--- src/rtl/imu_fyu_pkg.sv ---
// Shared types, codes and constants for the IMU frame yaw unwrapper.
package imu_fyu_pkg;

    localparam int FRAME_LENGTH_DEF = 11;

    localparam int CFG_IDX_W  = 2;
    localparam int CFG_DATA_W = 16;

    localparam logic [CFG_IDX_W-1:0] CFG_SYNC_BYTE   = 2'd0;
    localparam logic [CFG_IDX_W-1:0] CFG_ANGLE_TYPE  = 2'd1;
    localparam logic [CFG_IDX_W-1:0] CFG_WRAP_THRESH = 2'd2;

    localparam logic [7:0]  SYNC_BYTE_RST   = 8'h55;
    localparam logic [7:0]  ANGLE_TYPE_RST  = 8'h53;
    localparam logic [15:0] WRAP_THRESH_RST = 16'd45511;

    localparam logic OP_BYTE  = 1'b0;
    localparam logic OP_CLEAR = 1'b1;

    localparam logic signed [15:0] TURNS_MAX = 16'sd32767;
    localparam logic signed [15:0] TURNS_MIN = -16'sd32767;

    // Frame byte positions that are kept
    localparam int POS_TYPE    = 1;
    localparam int POS_YAW_LOW = 6;
    localparam int POS_YAW_HI  = 7;

    typedef struct packed {
        logic        valid;
        logic [15:0] yaw;
    } t_frame_evt;

    typedef struct packed {
        logic signed [31:0] angle;
        logic [15:0]        raw_yaw;
        logic signed [15:0] turns;
    } t_unwrap_res;

endpackage

--- src/rtl/imu_fyu_if.sv ---
// Valid/ready channel interfaces for received bytes and unwrapped yaw results.
interface imu_fyu_byte_if;
    logic       valid;
    logic       ready;
    logic       opcode;
    logic [7:0] rx_byte;

    modport source (output valid, output opcode, output rx_byte, input ready);
    modport sink   (input valid, input opcode, input rx_byte, output ready);
endinterface

interface imu_fyu_yaw_if;
    logic               valid;
    logic               ready;
    logic signed [31:0] unwrapped_angle;
    logic [15:0]        raw_yaw;
    logic signed [15:0] turn_count;

    modport source (output valid, output unwrapped_angle, output raw_yaw, output turn_count,
                    input ready);
    modport sink   (input valid, input unwrapped_angle, input raw_yaw, input turn_count,
                    output ready);
endinterface

--- src/rtl/imu_frame_yaw_unwrapper_unit.sv ---
// Top level of the IMU frame yaw unwrapper: registers, parser, unwrapper and result register.
// Takes one received byte (or a clear request) per cycle and turns completed angle frames
// into a continuous yaw in 360/65536 degree units. Bytes are dropped until the sync byte is
// seen; FRAME_LENGTH bytes then make a frame, whose type byte is frame byte 1 and whose yaw is
// frame bytes 6 (low) and 7 (high); the checksum is not checked. A yaw jump beyond the wrap
// threshold steps the turn count, which saturates at +/-32767. A clear zeroes the previous
// yaw and the turn count without disturbing frame parsing and gives no result. Each transfer
// in is handled in the cycle it is taken and its result, if any, enters the output register
// at the end of that cycle, so the block sustains one byte per cycle; input ready only drops
// while a result sits in the output register and the sink is not taking it. Configuration
// writes must be made while the block is idle.
module imu_frame_yaw_unwrapper_unit #(
    parameter int FRAME_LENGTH = imu_fyu_pkg::FRAME_LENGTH_DEF
) (
    input  logic                               i_clk,
    input  logic                               i_rst_n,
    input  logic                               i_cfg_we,
    input  logic [imu_fyu_pkg::CFG_IDX_W-1:0]  i_cfg_index,
    input  logic [imu_fyu_pkg::CFG_DATA_W-1:0] i_cfg_data,
    imu_fyu_byte_if.sink                       i_in,
    imu_fyu_yaw_if.source                      o_out
);
    import imu_fyu_pkg::*;

    logic [7:0]  r_sync_byte;
    logic [7:0]  r_angle_type;
    logic [15:0] r_wrap_thresh;

    logic        w_free;
    logic        w_accept;
    logic        w_byte_vld;
    logic        w_clear;
    t_frame_evt  w_evt;
    t_unwrap_res w_res;

    always_ff @(posedge i_clk) begin
        if (!i_rst_n) begin
            r_sync_byte   <= SYNC_BYTE_RST;
            r_angle_type  <= ANGLE_TYPE_RST;
            r_wrap_thresh <= WRAP_THRESH_RST;
        end else if (i_cfg_we) begin
            case (i_cfg_index)
                CFG_SYNC_BYTE:   r_sync_byte   <= i_cfg_data[7:0];
                CFG_ANGLE_TYPE:  r_angle_type  <= i_cfg_data[7:0];
                CFG_WRAP_THRESH: r_wrap_thresh <= i_cfg_data;
                default: ;
            endcase
        end
    end

    assign i_in.ready = w_free;
    assign w_accept   = i_in.valid && w_free;
    assign w_byte_vld = w_accept && (i_in.opcode == OP_BYTE);
    assign w_clear    = w_accept && (i_in.opcode == OP_CLEAR);

    imu_fyu_parser #(
        .FRAME_LENGTH (FRAME_LENGTH)
    ) u_parser (
        .i_clk        (i_clk),
        .i_rst_n      (i_rst_n),
        .i_byte_vld   (w_byte_vld),
        .i_rx_byte    (i_in.rx_byte),
        .i_sync_byte  (r_sync_byte),
        .i_angle_type (r_angle_type),
        .o_evt        (w_evt)
    );

    imu_fyu_unwrap u_unwrap (
        .i_clk         (i_clk),
        .i_rst_n       (i_rst_n),
        .i_clear       (w_clear),
        .i_evt         (w_evt),
        .i_wrap_thresh (r_wrap_thresh),
        .o_res         (w_res)
    );

    imu_fyu_out_reg u_out_reg (
        .i_clk   (i_clk),
        .i_rst_n (i_rst_n),
        .i_load  (w_evt.valid),
        .i_res   (w_res),
        .o_free  (w_free),
        .o_out   (o_out)
    );

`ifndef SYNTH
    // Turn count saturates symmetrically
    a_turns_range: assert property (@(posedge i_clk) disable iff (!i_rst_n)
        o_out.valid |-> (o_out.turn_count != 16'sh8000))
        else $error("turn count left its saturation range");

    a_angle_low_half: assert property (@(posedge i_clk) disable iff (!i_rst_n)
        o_out.valid |-> (o_out.unwrapped_angle[15:0] == o_out.raw_yaw))
        else $error("unwrapped angle low half differs from raw yaw");

    a_angle_high_half: assert property (@(posedge i_clk) disable iff (!i_rst_n)
        o_out.valid |-> (o_out.unwrapped_angle[31:16] == 16'(-o_out.turn_count)))
        else $error("unwrapped angle high half does not match turn count");

    // A delivered result with no new frame behind it leaves the register empty
    a_no_repeat: assert property (@(posedge i_clk) disable iff (!i_rst_n)
        (o_out.valid && o_out.ready && !w_evt.valid) |=> !o_out.valid)
        else $error("result repeated after transfer");

    a_stall_blocks_input: assert property (@(posedge i_clk) disable iff (!i_rst_n)
        (o_out.valid && !o_out.ready) |-> !i_in.ready)
        else $error("input accepted while result register is stalled");
`endif

endmodule

--- src/rtl/imu_fyu_parser.sv ---
// Sync hunt and frame byte collection; flags completed angle frames with their yaw.
module imu_fyu_parser #(
    parameter int FRAME_LENGTH = imu_fyu_pkg::FRAME_LENGTH_DEF
) (
    input  logic                    i_clk,
    input  logic                    i_rst_n,
    input  logic                    i_byte_vld,
    input  logic [7:0]              i_rx_byte,
    input  logic [7:0]              i_sync_byte,
    input  logic [7:0]              i_angle_type,
    output imu_fyu_pkg::t_frame_evt o_evt
);
    import imu_fyu_pkg::*;

    localparam int POS_W = $clog2(FRAME_LENGTH + 1);

    logic [POS_W-1:0] r_pos, n_pos;
    logic [7:0]       r_type, n_type;
    logic [7:0]       r_yaw_lo, n_yaw_lo;
    logic [7:0]       r_yaw_hi, n_yaw_hi;
    logic             w_take;
    logic             w_last;

    assign w_take = i_byte_vld && !(r_pos == '0 && i_rx_byte != i_sync_byte);
    assign w_last = (r_pos == POS_W'(FRAME_LENGTH - 1));

    always_comb begin
        n_pos    = r_pos;
        n_type   = r_type;
        n_yaw_lo = r_yaw_lo;
        n_yaw_hi = r_yaw_hi;
        if (w_take) begin
            if (r_pos == POS_W'(POS_TYPE))    n_type   = i_rx_byte;
            if (r_pos == POS_W'(POS_YAW_LOW)) n_yaw_lo = i_rx_byte;
            if (r_pos == POS_W'(POS_YAW_HI))  n_yaw_hi = i_rx_byte;
            n_pos = w_last ? '0 : r_pos + 1'b1;
        end
    end

    // Uses next values so a frame ending on the yaw high byte still sees it
    always_comb begin
        o_evt.valid = w_take && w_last && (n_type == i_angle_type);
        o_evt.yaw   = {n_yaw_hi, n_yaw_lo};
    end

    always_ff @(posedge i_clk) begin
        if (!i_rst_n) begin
            r_pos    <= '0;
            r_type   <= '0;
            r_yaw_lo <= '0;
            r_yaw_hi <= '0;
        end else begin
            r_pos    <= n_pos;
            r_type   <= n_type;
            r_yaw_lo <= n_yaw_lo;
            r_yaw_hi <= n_yaw_hi;
        end
    end

endmodule

--- src/rtl/imu_fyu_unwrap.sv ---
// Turn counting against the previous yaw and continuous angle formation.
module imu_fyu_unwrap (
    input  logic                     i_clk,
    input  logic                     i_rst_n,
    input  logic                     i_clear,
    input  imu_fyu_pkg::t_frame_evt  i_evt,
    input  logic [15:0]              i_wrap_thresh,
    output imu_fyu_pkg::t_unwrap_res o_res
);
    import imu_fyu_pkg::*;

    logic [15:0]        r_prev_yaw, n_prev_yaw;
    logic signed [15:0] r_turns, n_turns;
    logic [16:0]        w_diff;
    logic [15:0]        w_up_mag;
    logic [15:0]        w_dn_mag;
    logic               w_jump_up;
    logic               w_jump_dn;
    logic [15:0]        w_neg_turns;

    assign w_diff    = {1'b0, i_evt.yaw} - {1'b0, r_prev_yaw};
    assign w_up_mag  = w_diff[15:0];
    assign w_dn_mag  = r_prev_yaw - i_evt.yaw;
    assign w_jump_up = !w_diff[16] && (w_up_mag > i_wrap_thresh);
    assign w_jump_dn =  w_diff[16] && (w_dn_mag > i_wrap_thresh);

    always_comb begin
        n_prev_yaw = r_prev_yaw;
        n_turns    = r_turns;
        if (i_clear) begin
            n_prev_yaw = '0;
            n_turns    = '0;
        end else if (i_evt.valid) begin
            n_prev_yaw = i_evt.yaw;
            if (w_jump_up && r_turns < TURNS_MAX) n_turns = r_turns + 16'sd1;
            else if (w_jump_dn && r_turns > TURNS_MIN) n_turns = r_turns - 16'sd1;
        end
    end

    // raw - turns*65536: low half is raw, high half is -turns (never overflows)
    assign w_neg_turns = 16'(-n_turns);

    always_comb begin
        o_res.angle   = $signed({w_neg_turns, i_evt.yaw});
        o_res.raw_yaw = i_evt.yaw;
        o_res.turns   = n_turns;
    end

    always_ff @(posedge i_clk) begin
        if (!i_rst_n) begin
            r_prev_yaw <= '0;
            r_turns    <= '0;
        end else begin
            r_prev_yaw <= n_prev_yaw;
            r_turns    <= n_turns;
        end
    end

endmodule

--- src/rtl/imu_fyu_out_reg.sv ---
// Result register holding one yaw result until its transfer completes.
module imu_fyu_out_reg (
    input  logic                     i_clk,
    input  logic                     i_rst_n,
    input  logic                     i_load,
    input  imu_fyu_pkg::t_unwrap_res i_res,
    output logic                     o_free,
    imu_fyu_yaw_if.source            o_out
);
    import imu_fyu_pkg::*;

    logic        r_valid, n_valid;
    t_unwrap_res r_res;

    assign o_free = !r_valid || o_out.ready;

    always_comb begin
        n_valid = r_valid;
        if (o_free) n_valid = i_load;
    end

    always_ff @(posedge i_clk) begin
        if (!i_rst_n) begin
            r_valid <= 1'b0;
        end else begin
            r_valid <= n_valid;
        end
    end

    always_ff @(posedge i_clk) begin
        if (o_free && i_load) begin
            r_res <= i_res;
        end
    end

    assign o_out.valid           = r_valid;
    assign o_out.unwrapped_angle = r_res.angle;
    assign o_out.raw_yaw         = r_res.raw_yaw;
    assign o_out.turn_count      = r_res.turns;

endmodule

--- src/flat_wrapper.sv ---
// flat-port wrapper written by rule: the top's interface ports become plain ports
module imu_frame_yaw_unwrapper_unit_flat import imu_fyu_pkg::*;
#(
    parameter int FRAME_LENGTH = imu_fyu_pkg::FRAME_LENGTH_DEF
)
  (i_clk, i_rst_n, i_cfg_we, i_cfg_index, i_cfg_data, i_in_valid, i_in_opcode, i_in_rx_byte, i_in_ready, o_out_valid, o_out_unwrapped_angle, o_out_raw_yaw, o_out_turn_count, o_out_ready);
  imu_fyu_byte_if i_in_i ();
  imu_fyu_yaw_if o_out_i ();
  input  logic i_clk;
  input  logic i_rst_n;
  input  logic i_cfg_we;
  input  logic [imu_fyu_pkg::CFG_IDX_W-1:0] i_cfg_index;
  input  logic [imu_fyu_pkg::CFG_DATA_W-1:0] i_cfg_data;
  input wire logic [$bits(i_in_i.valid)-1:0] i_in_valid;
  input wire logic [$bits(i_in_i.opcode)-1:0] i_in_opcode;
  input wire logic [$bits(i_in_i.rx_byte)-1:0] i_in_rx_byte;
  output wire logic [$bits(i_in_i.ready)-1:0] i_in_ready;
  output wire logic [$bits(o_out_i.valid)-1:0] o_out_valid;
  output wire logic [$bits(o_out_i.unwrapped_angle)-1:0] o_out_unwrapped_angle;
  output wire logic [$bits(o_out_i.raw_yaw)-1:0] o_out_raw_yaw;
  output wire logic [$bits(o_out_i.turn_count)-1:0] o_out_turn_count;
  input wire logic [$bits(o_out_i.ready)-1:0] o_out_ready;
  assign i_in_i.valid = i_in_valid;
  assign i_in_i.opcode = i_in_opcode;
  assign i_in_i.rx_byte = i_in_rx_byte;
  assign i_in_ready = i_in_i.ready;
  assign o_out_valid = o_out_i.valid;
  assign o_out_unwrapped_angle = o_out_i.unwrapped_angle;
  assign o_out_raw_yaw = o_out_i.raw_yaw;
  assign o_out_turn_count = o_out_i.turn_count;
  assign o_out_i.ready = o_out_ready;
  imu_frame_yaw_unwrapper_unit #(.FRAME_LENGTH(FRAME_LENGTH)) u_core (.i_clk(i_clk), .i_rst_n(i_rst_n), .i_cfg_we(i_cfg_we), .i_cfg_index(i_cfg_index), .i_cfg_data(i_cfg_data), .i_in(i_in_i), .o_out(o_out_i));
endmodule
--- config.mk ---
export PLATFORM = sky130hd
export DESIGN_NAME = imu_frame_yaw_unwrapper_unit_flat
export DESIGN_NICKNAME = d
export VERILOG_FILES = /design/src/rtl/imu_fyu_pkg.sv /design/src/rtl/imu_fyu_if.sv /design/src/rtl/imu_frame_yaw_unwrapper_unit.sv /design/src/rtl/imu_fyu_parser.sv /design/src/rtl/imu_fyu_unwrap.sv /design/src/rtl/imu_fyu_out_reg.sv /design/src/flat_wrapper.sv
export SDC_FILE = /design/constraint.sdc
export NUM_CORES = 1
export LEC_CHECK = 0
export ABC_CLOCK_PERIOD_IN_PS = 6900
export BUFFER_PORTS_ARGS = -buffer_cell sky130_fd_sc_hd__buf_2
export CAP_MARGIN = 20
export CORE_UTILIZATION = 39
export CTS_CLUSTER_DIAMETER = 100
export DETAILED_ROUTE_END_ITERATION = 8
export SETUP_SLACK_MARGIN = 0.02
export SLEW_MARGIN = 20
export SYNTH_ARGS = -nofsm -noshare
export SYNTH_HDL_FRONTEND = slang
export SYNTH_SLANG_ARGS = --single-unit
export TNS_END_PERCENT = 100
--- constraint.sdc ---
create_clock -name i_clk -period 6.9 [get_ports i_clk]
set_input_delay 0.69 -clock i_clk [delete_from_list [all_inputs] [get_ports i_clk]]
set_output_delay 0.69 -clock i_clk [all_outputs]
set_load 0.01 [all_outputs]
== Word level (Yosys, flattened, before mapping) ==
Cells that the tools add are included.

* Order comparisons: 4
* Reduce and logical (&&, ||, !) cells: 22
* Equal/unequal tests: 8
* Add/subtract/negate cells: 6
* Bitwise operators: 2
* Multiplexer cells: 11

{| class="wikitable"
|+ Operator list
! cell !! count
|-
| 2-to-1 mux 16 bit || 4
|-
| 2-to-1 mux 8 bit || 6
|-
| greater-than comparator 16 bit || 2
|-
| subtractor 16 x 16 -> 17 bit || 1
|-
| adder 16 x 2 -> 16 bit (second input constant) || 1
|-
| greater-than comparator 16 bit (second input constant) || 1
|-
| less-than comparator 16 bit (second input constant) || 1
|-
| negator 16 bit || 1
|-
| subtractor 16 bit || 1
|-
| subtractor 16 x 2 -> 16 bit (second input constant) || 1
|-
| logical AND 1 bit || 12
|-
| equality test 4 x 3 -> 1 bit (second input constant) || 2
|-
| equality test 8 bit || 1
|-
| inequality test 8 bit || 1
|-
| AND reduction 2 bit || 3
|-
| adder 4 x 1 -> 4 bit (second input constant) || 1
|-
| equality test 4 x 1 -> 1 bit (second input constant) || 1
|-
| equality test 4 bit (second input constant) || 1
|-
| zero test 4 bit || 1
|-
| 2-to-1 mux 4 bit || 1
|-
| zero test 1 bit || 3
|-
| equality test 2 x 1 -> 1 bit (second input constant) || 1
|-
| equality test 2 bit (second input constant) || 1
|-
| zero test 2 bit || 1
|-
| 3 further kinds || 4
|}

* Input port bits: 32
* Output and inout port bits: 66
* Word-level logic and storage cells: 66
* Register bits after elaboration: 157

== Depth between registers and ports, before layout ==
Gate-level depths: netlist (run 1).

* Word-level depth: 15
* Gate-level depth with buffers: 35
* Depth with buffers taken out: 33

== By module ==
A second synthesis (run 1) with hierarchy kept.

* Cells, all modules: 993
* Area, all modules: 9596.7 um^2

{| class="wikitable"
|+ Modules (own cells, without submodules)
! module !! area an instance (um^2) !! instances !! cells each
|-
| imu_fyu_unwrap || 4848.4 || 1 || 651
|-
| imu_fyu_out_reg || 1979.4 || 1 || 69
|-
| imu_fyu_parser || 1425.1 || 1 || 136
|-
| imu_frame_yaw_unwrapper_unit || 1343.8 || 1 || 137
|}

== Worst setup path after synthesis (run 1) ==
No wires, ideal clock.

* Path kind: input-to-reg
* Start: in o_out_ready
* End: reg u_core.u_out_reg.r_res, in the netlist u_core.u_out_reg.o_out.unwrapped_angle[31] (data pin)
* Path slack: -0.648 ns
* Setup time: 0.261 ns
* Cell stages on the path: 33
* Data arrival time: 7.287 ns
* Cells stage by stage: and2b_1 > inv_2 > and3_1 > nand2_1 > nor2_1 > buf_1 > mux2i_1 > inv_1 > ha_1 > nor2b_1 > o21ai_0 > a21boi_0 > o21ai_0 > a21oi_1 > o21ai_0 > a21oi_1 > o31ai_1 > a21oi_1 > a211oi_1 > xnor2_1 > ha_1 > nand3_1 > nor4_1 > a21boi_0 > o31a_1 > clkbuf_1 > nand2_1 > a211oi_1 > mux2i_1 > o2111ai_2 > nor4b_2 > nor4b_2 > xnor2_1

{| class="wikitable"
|+ RTL lines
! what !! line !! text
|-
| start: declaration || flat_wrapper.sv:22 || <nowiki>input wire logic [$bits(o_out_i.ready)-1:0] o_out_ready;</nowiki>
|-
| end signal: assignment || imu_fyu_out_reg.sv:32 || <nowiki>r_res <= i_res;</nowiki>
|-
| end: declaration || imu_fyu_out_reg.sv:13 || <nowiki>t_unwrap_res r_res;</nowiki>
|}

==> results of run 1 <==
[cells by family after synthesis]
logic type,Yosys count
adders and majority gates,67
muxes,34
xor gates and xnor gates,57
AOI/OAI and AO/OA,190
buffers and inverters,133
and+or+nand+nor,362
DFF,140
[layer usage]
metal,vias to the layer above,part of all wire
met4,0,0.020
met1,3652,0.46
li1,3795,-
met2,219,0.46
met3,37,0.056
met5,-,0
[cell usage after synthesis, types with 20 or more instances]
cell type | number | share of area
inv_1 | 70 | 0.030
edfxtp_1 | 47 | 0.16
xnor2_1 | 33 | 0.033
clkbuf_1 | 35 | 0.015
buf_4 | 20 | 0.017
nor3_1 | 30 | 0.017
ha_1 | 65 | 0.094
dfxtp_1 | 93 | 0.22
a21oi_1 | 65 | 0.038
xor2_1 | 24 | 0.024
o21ai_0 | 23 | 0.013
nor2_1 | 105 | 0.046
mux2i_1 | 29 | 0.034
nand4_1 | 21 | 0.015
nand2_1 | 89 | 0.039
[worst max-delay path by stage]
| stage | startpoint | endpoint | slack, ps | cells past startpoint |
|---|---|---|---|---|
| detailed placement | o_out_ready | u_core.u_out_reg.o_out.unwrapped_angle[31] | -310 | 35 |
| finish | o_out_ready | u_core.u_out_reg.o_out.unwrapped_angle[31] | 350 | 35 |
| global route | o_out_ready | u_core.u_out_reg.o_out.unwrapped_angle[31] | -30 | 35 |
| global placement | o_out_ready | u_core.u_out_reg.o_out.unwrapped_angle[31] | -250 | 34 |
| floorplan | o_out_ready | u_core.u_out_reg.o_out.unwrapped_angle[31] | 30 | 32 |
| CTS | o_out_ready | u_core.u_out_reg.o_out.unwrapped_angle[31] | 90 | 35 |
[per-stage QoR]
stage / setup TNS (ps) / instances
floorplan: 0 / 983
global placement: -1770 / 1405
detailed placement: -2780 / 1405
CTS: 0 / 1437
global route: -102 / 1447
finish: 0 / 1447
[state kept, by name (all words and copies together) (netlist names), 15 cells and up]
name                                    cells
u_core.u_out_reg.o_out.unwrapped_angle     32
u_core.r_wrap_thresh                       16
u_core.u_unwrap.r_prev_yaw                 16
u_core.u_unwrap.r_turns                    16
u_core.u_out_reg.o_out.turn_count          15
[critical path, delay by kind of cell]
kind            cells  cell delay [ps]
compound gates     12             2290
simple gates       12             1910
mux                 1              350
xor+xnor            2              180
buf+inv             6              740
fa+ha+maj           2              560
[placed cells by master, fill, tap and decap left out, types with 25 or more instances in the layout]
cell and instances:
buf_4 112, buf_2 97, nor3_1 27, nand2_1 88, edfxtp_1 47, xnor2_1 33
dfxtp_1 93, inv_1 70, a21oi_1 61, mux2i_1 25, ha_1 62, nor2_1 98
[repair_timing]
| item | in CTS | in global routing |
|---|---|---|
| gates resized for setup | 0 | 64 |
| setup buffers | 0 | 9 |
| setup endpoints to repair | 0 | 21 |
[power by group through the flow]
| stage | Sequential [mW] | Clock (mW) | Combinational (mW) |
|---|---|---|---|
| 3_5_place_dp | 0.876 | 0 | 0.0736 |
| 5_1_grt | 0.858 | 0.966 | 0.0836 |
| 2_1_floorplan | 0.875 | 0 | 0.0408 |
| 4_1_cts | 0.858 | 0.930 | 0.0743 |
| 3_3_place_gp | 0.876 | 0 | 0.0732 |
| 6_report | 0.858 | 0.917 | 0.0751 |
[final cells by class]
type / count / area, um^2 / area share
clock buffer: 19 / 443 / 0.0406
tap: 280 / 350 / 0.0321
timing repair buffer: 211 / 1360 / 0.124
multi-input combinational: 711 / 5090 / 0.466
clock inverter: 13 / 131 / 0.0120
inverter: 73 / 274 / 0.0251
sequential: 140 / 3270 / 0.300
==> impl_metrics.tcl, run 1 <==
set metrics [dict create \
    status "finished, final reports clean" \
    syn2layout_area_growth_pct 26.5 \
    synth-edff-count 47 \
    end_kind "register" \
    final_core_util 0.502 \
    synth_ff_type "dfxtp_1" \
    power_switching_mw 0.456 \
    routed_via_density 5.32 \
    synth_top_family_by_area "simple AND/OR/NAND/NOR gates" \
    synth_cells 983 \
    synthMuxAreaShare 0.0402 \
    synth_nets 1082 \
    r2r_start "u_core.u_out_reg.o_out.valid" \
    power_density_nw_per_um2 169 \
    drv_cap 0 \
    gp_congestion 0.923 \
    period_share 0.949 \
    clockPowerShare 0.496 \
    yosys_register_bits 140 \
    cts.sinks 140 \
    rows 54 \
    path_class "in -> reg" \
    timing.hold.ws_ps 458 \
    startpoint_type "input pin" \
    finalMaxSlewViolations 0 \
    chipWidth_um 151 \
    cp.required_ps 7080 \
    ant_nets 0 \
    die_area_um2 22700 \
    core-area_um2 21800 \
    grt_pass1_wl_um 39100 \
    ys_seq_area_frac 0.379 \
    ys_types 71 \
    hold_end "u_core.r_wrap_thresh[3]" \
    die_height_um 151 \
    grt_max_degree 55 \
    layout_min_cycle_time_ps 6550 \
    drtPass1Iterations 5 \
    cpMaxStageDelayCell "mux2_2" \
    hold_buffers 0 \
    setup_viol 0 \
    dp_hpwl_um 18500 \
    drcViolationCount 0 \
    dpl_cell_area_um2 9980 \
    use_met2 0.362 \
    gr-usage-all-layers 0.225 \
    routed_wl_um 24800 \
    clk_latency_ps 440 \
    synth_xor_area_frac 0.0579 \
    fin_area_um2 10900 \
    r2r_end "u_core.u_out_reg.o_out.unwrapped_angle[31]" \
    cts_root_buf "clkbuf_16" \
    n_antenna_cell 0 \
    cts_tree "yes" \
    antenna_found_initial 0 \
    avgSynthCellArea_um2 8.78 \
    p_sw_frac 0.247 \
    synth_fa_ha_area_frac 0.0989 \
    yosys.area_share.simple 0.206 \
    layout-drive-gt1-share 0.266 \
    crit_arrival_ps 6730 \
    initial_core_util 0.397 \
    use_met1 0.301 \
    vias 7703 \
    relSlewSlack 0.301 \
    peakVddDrop_uv 117 \
    drtIter0Drc 564 \
    path_max_fanout 8 \
    slowest_delay_ps 350 \
    boundaryPins 98 \
    fin_nets 1253 \
    ff2ff_path_depth 34 \
    io_buffers 97 \
    clock_skew_ps 13.8 \
    numCtsBuffers 17 \
    hold_path_depth 2 \
    overflow 0 \
    use_met3 0.0439 \
    hold_viol 0 \
    postSynth.asyncResetShare 0 \
    intPower_mw 1.39 \
    drt-wirelength-per-cell_um 17.2 \
    htreeDepth 4 \
    fin_ws_ps 352 \
    pre_cts_ws_ps -312 \
    globalRoute.busiestLayer "met2" \
    filler_cell_count 2083 \
    seqPwrFrac 0.464 \
    ff2ff_setup_slack_ps 390 \
    p_leak_nw 4.68 \
    syn-cell-area_um2 8630 \
    synth-warning-count 0 \
    min_from "u_core.r_wrap_thresh[3]" \
    grt_pass1_vias 7335 \
    max_freq_mhz 153 \
    hold_class "reg -> reg" \
    clk_pin_slew_ps 70 \
    clock_tree.buffer_depth 2 \
    p_comb_frac 0.041 \
    synth-compound-area-share 0.150 \
    finalPower_mw 1.85 \
    tightest_slew_ps 1050 \
]
Note: power is estimated with default switching activity, not from simulation.
==> inputs of run 2 (changes only) <==
Settings changed: ABC_AREA set to 1.
==> impl_metrics.tcl, run 2 <==
set metrics [dict create \
    drt-met1-wl_um 13000 \
    peakVddDrop_uv 118 \
    syn-cell-area_um2 9330 \
    setup_viol 0 \
    grt_max_degree 64 \
    synth_top_area_frac 0.200 \
    power_density_nw_per_um2 170 \
    finalPower_mw 1.84 \
    hold_class "in -> reg" \
    ant_nets 0 \
    dp_hpwl_um 20500 \
    cts_resized 0 \
    period_share 0.905 \
    relSlewSlack 0.455 \
    antenna_found_initial 0 \
    clock_skew_ps 14.9 \
    rsz0062_at_grt "false" \
    drcViolationCount 0 \
    synth_cells 1241 \
    die_area_um2 24500 \
    synth_nets 1340 \
    layout_common_cells "nand2_1 (278), inv_1 (152), nor2_1 (111), buf_2 (97), dfxtp_1 (93)" \
    hold_viol 0 \
    initial_core_util 0.397 \
    overflow 0 \
    grt_pass1_wl_um 41600 \
    synth_top_area_cell "dfxtp_1" \
    p_leak_nw 5.62 \
    path_max_fanout 8 \
    gp_congestion 0.922 \
    numCtsBuffers 17 \
    dpl_cell_area_um2 10300 \
    n_antenna_cell 0 \
    ff2ff_path_depth 40 \
    drt-wirelength-per-cell_um 15.7 \
    hold_path_depth 3 \
    fin_area_um2 10900 \
    max_freq_mhz 160 \
    path_class "in -> reg" \
    io_buffers 97 \
    clk_pin_slew_ps 70 \
    finalMaxSlewViolations 0 \
    routed.top_layer "met4" \
    wl_met3_um 1390 \
    synth-warning-count 0 \
    grt_pass1_vias 7736 \
    chipWidth_um 157 \
    crit_arrival_ps 6430 \
    vias 8353 \
    gr-usage-all-layers 0.223 \
    drtIter0Drc 558 \
    startpoint_type "input pin" \
    tightest_slew_ps 812 \
    fin_nets 1457 \
    boundaryPins 98 \
    synthTopCellsByArea "dfxtp_1 (20%), edfxtp_1 (15%), nand2_1 (11%)" \
    cts_root_buf "clkbuf_16" \
    synth_ff_type "dfxtp_1" \
    layout_min_cycle_time_ps 6240 \
    cp.required_ps 7090 \
    clk_latency_ps 440 \
    drv_cap 0 \
    htreeDepth 4 \
    synth-edff-count 47 \
    rows 56 \
    largest_reg_flops 32 \
    hold_buffers 0 \
    core-area_um2 23500 \
    cts_setup_buffers 0 \
    status "finished, final reports clean" \
    ys_types 49 \
    die_height_um 157 \
    ys_seq_area_frac 0.351 \
    cpMaxStageDelayCell "ha_1" \
    fin_tns_setup_ps 0 \
    slowest_delay_ps 410 \
    ys_top_cells_by_count "nand2_1 (278), inv_1 (152), nor2_1 (111)" \
    avgSynthCellArea_um2 7.52 \
    synth_most_common_cell "nand2_1" \
    clock_tree.buffer_depth 2 \
    postSynth.asyncResetShare 0 \
    filler_cell_count 2346 \
    layout_commonest_cell "nand2_1" \
    routed_wl_um 26600 \
    cts.sinks 140 \
    cts_tree "yes" \
    syn2layout_area_growth_pct 16.5 \
    end_kind "register" \
    drtPass1Iterations 7 \
    met2_length_um 11600 \
    routed_via_density 4.94 \
    layout-drive-gt1-share 0.179 \
    cp_common_cell "nand2_1" \
    yosys_register_bits 140 \
]
## run 2: changes by cell type after synthesis, sizes merged, moves of 23 or more
cell,delta
nand2,+206
inv,+87
o21ai,+45
xor2,+29
nand3,+51
xnor2,-23
## run 2: critical path, delay by kind of cell
kind	cells	cell delay, ps
buf+inv	9	1180
fa+ha+maj	2	690
xor+xnor	1	200
compound gates	4	560
simple gates	28	2760
mux	1	350
## run 2: where the power goes
part	total [mW]	internal, mW	switching (mW)	leakage [nW]
sequential	0.860	0.855	0.00478	1.19
combinational	0.0823	0.0264	0.0559	4.18
clock	0.900	0.473	0.427	0.261
## run 2: cell type report
| type | instances | area, um^2 | share of cell area |
|---|---|---|---|
| Clock inverter | 15 | 129 | 0.0119 |
| Multi-Input combinational cell | 880 | 5090 | 0.468 |
| Clock buffer | 17 | 425 | 0.0391 |
| Sequential cell | 140 | 3270 | 0.301 |
| Timing Repair Buffer | 156 | 941 | 0.0866 |
| Inverter | 163 | 613 | 0.0564 |
| Tap cell | 319 | 399 | 0.0367 |
## run 2: kinds of logic after synthesis
family,after synthesis,share of synthesized area
adders and majority gates,67,0.0915
xor gates and xnor gates,63,0.0592
buffers and inverters,221,0.104
and+or+nand+nor,559,0.278
AOI/OAI and AO/OA,181,0.106
muxes,10,0.0107
DFF,140,0.351
## run 2: path summary, 6_finish.rpt
kind,start,endpoint,slack (ps)
worst min register to register,u_core.r_sync_byte[1],u_core.r_sync_byte[1],480
worst max-delay path,i_in_rx_byte[0],u_core.u_out_reg.o_out.unwrapped_angle[31],660
worst min-delay path,i_cfg_data[12],u_core.r_wrap_thresh[12],470
worst max register to register,u_core.u_parser.r_pos[3],u_core.u_out_reg.o_out.unwrapped_angle[31],700
## run 2: metal layers
metal,up-vias,track usage
met1,3777,0.311
met2,263,0.346
met3,40,0.0335
met5,-,0
li1,4273,-
met4,0,0.0831
## run 2: through the flow
step                utilization  cells  setup WS, ps  hold WS, ps
floorplan                     -   1241           951          442
global placement          0.439   1658           212          460
detailed placement        0.439   1658           161          467
CTS                       0.463   1690           563          466
global route              0.463   1690          31.9          486
finish                    0.463   1690           656          472
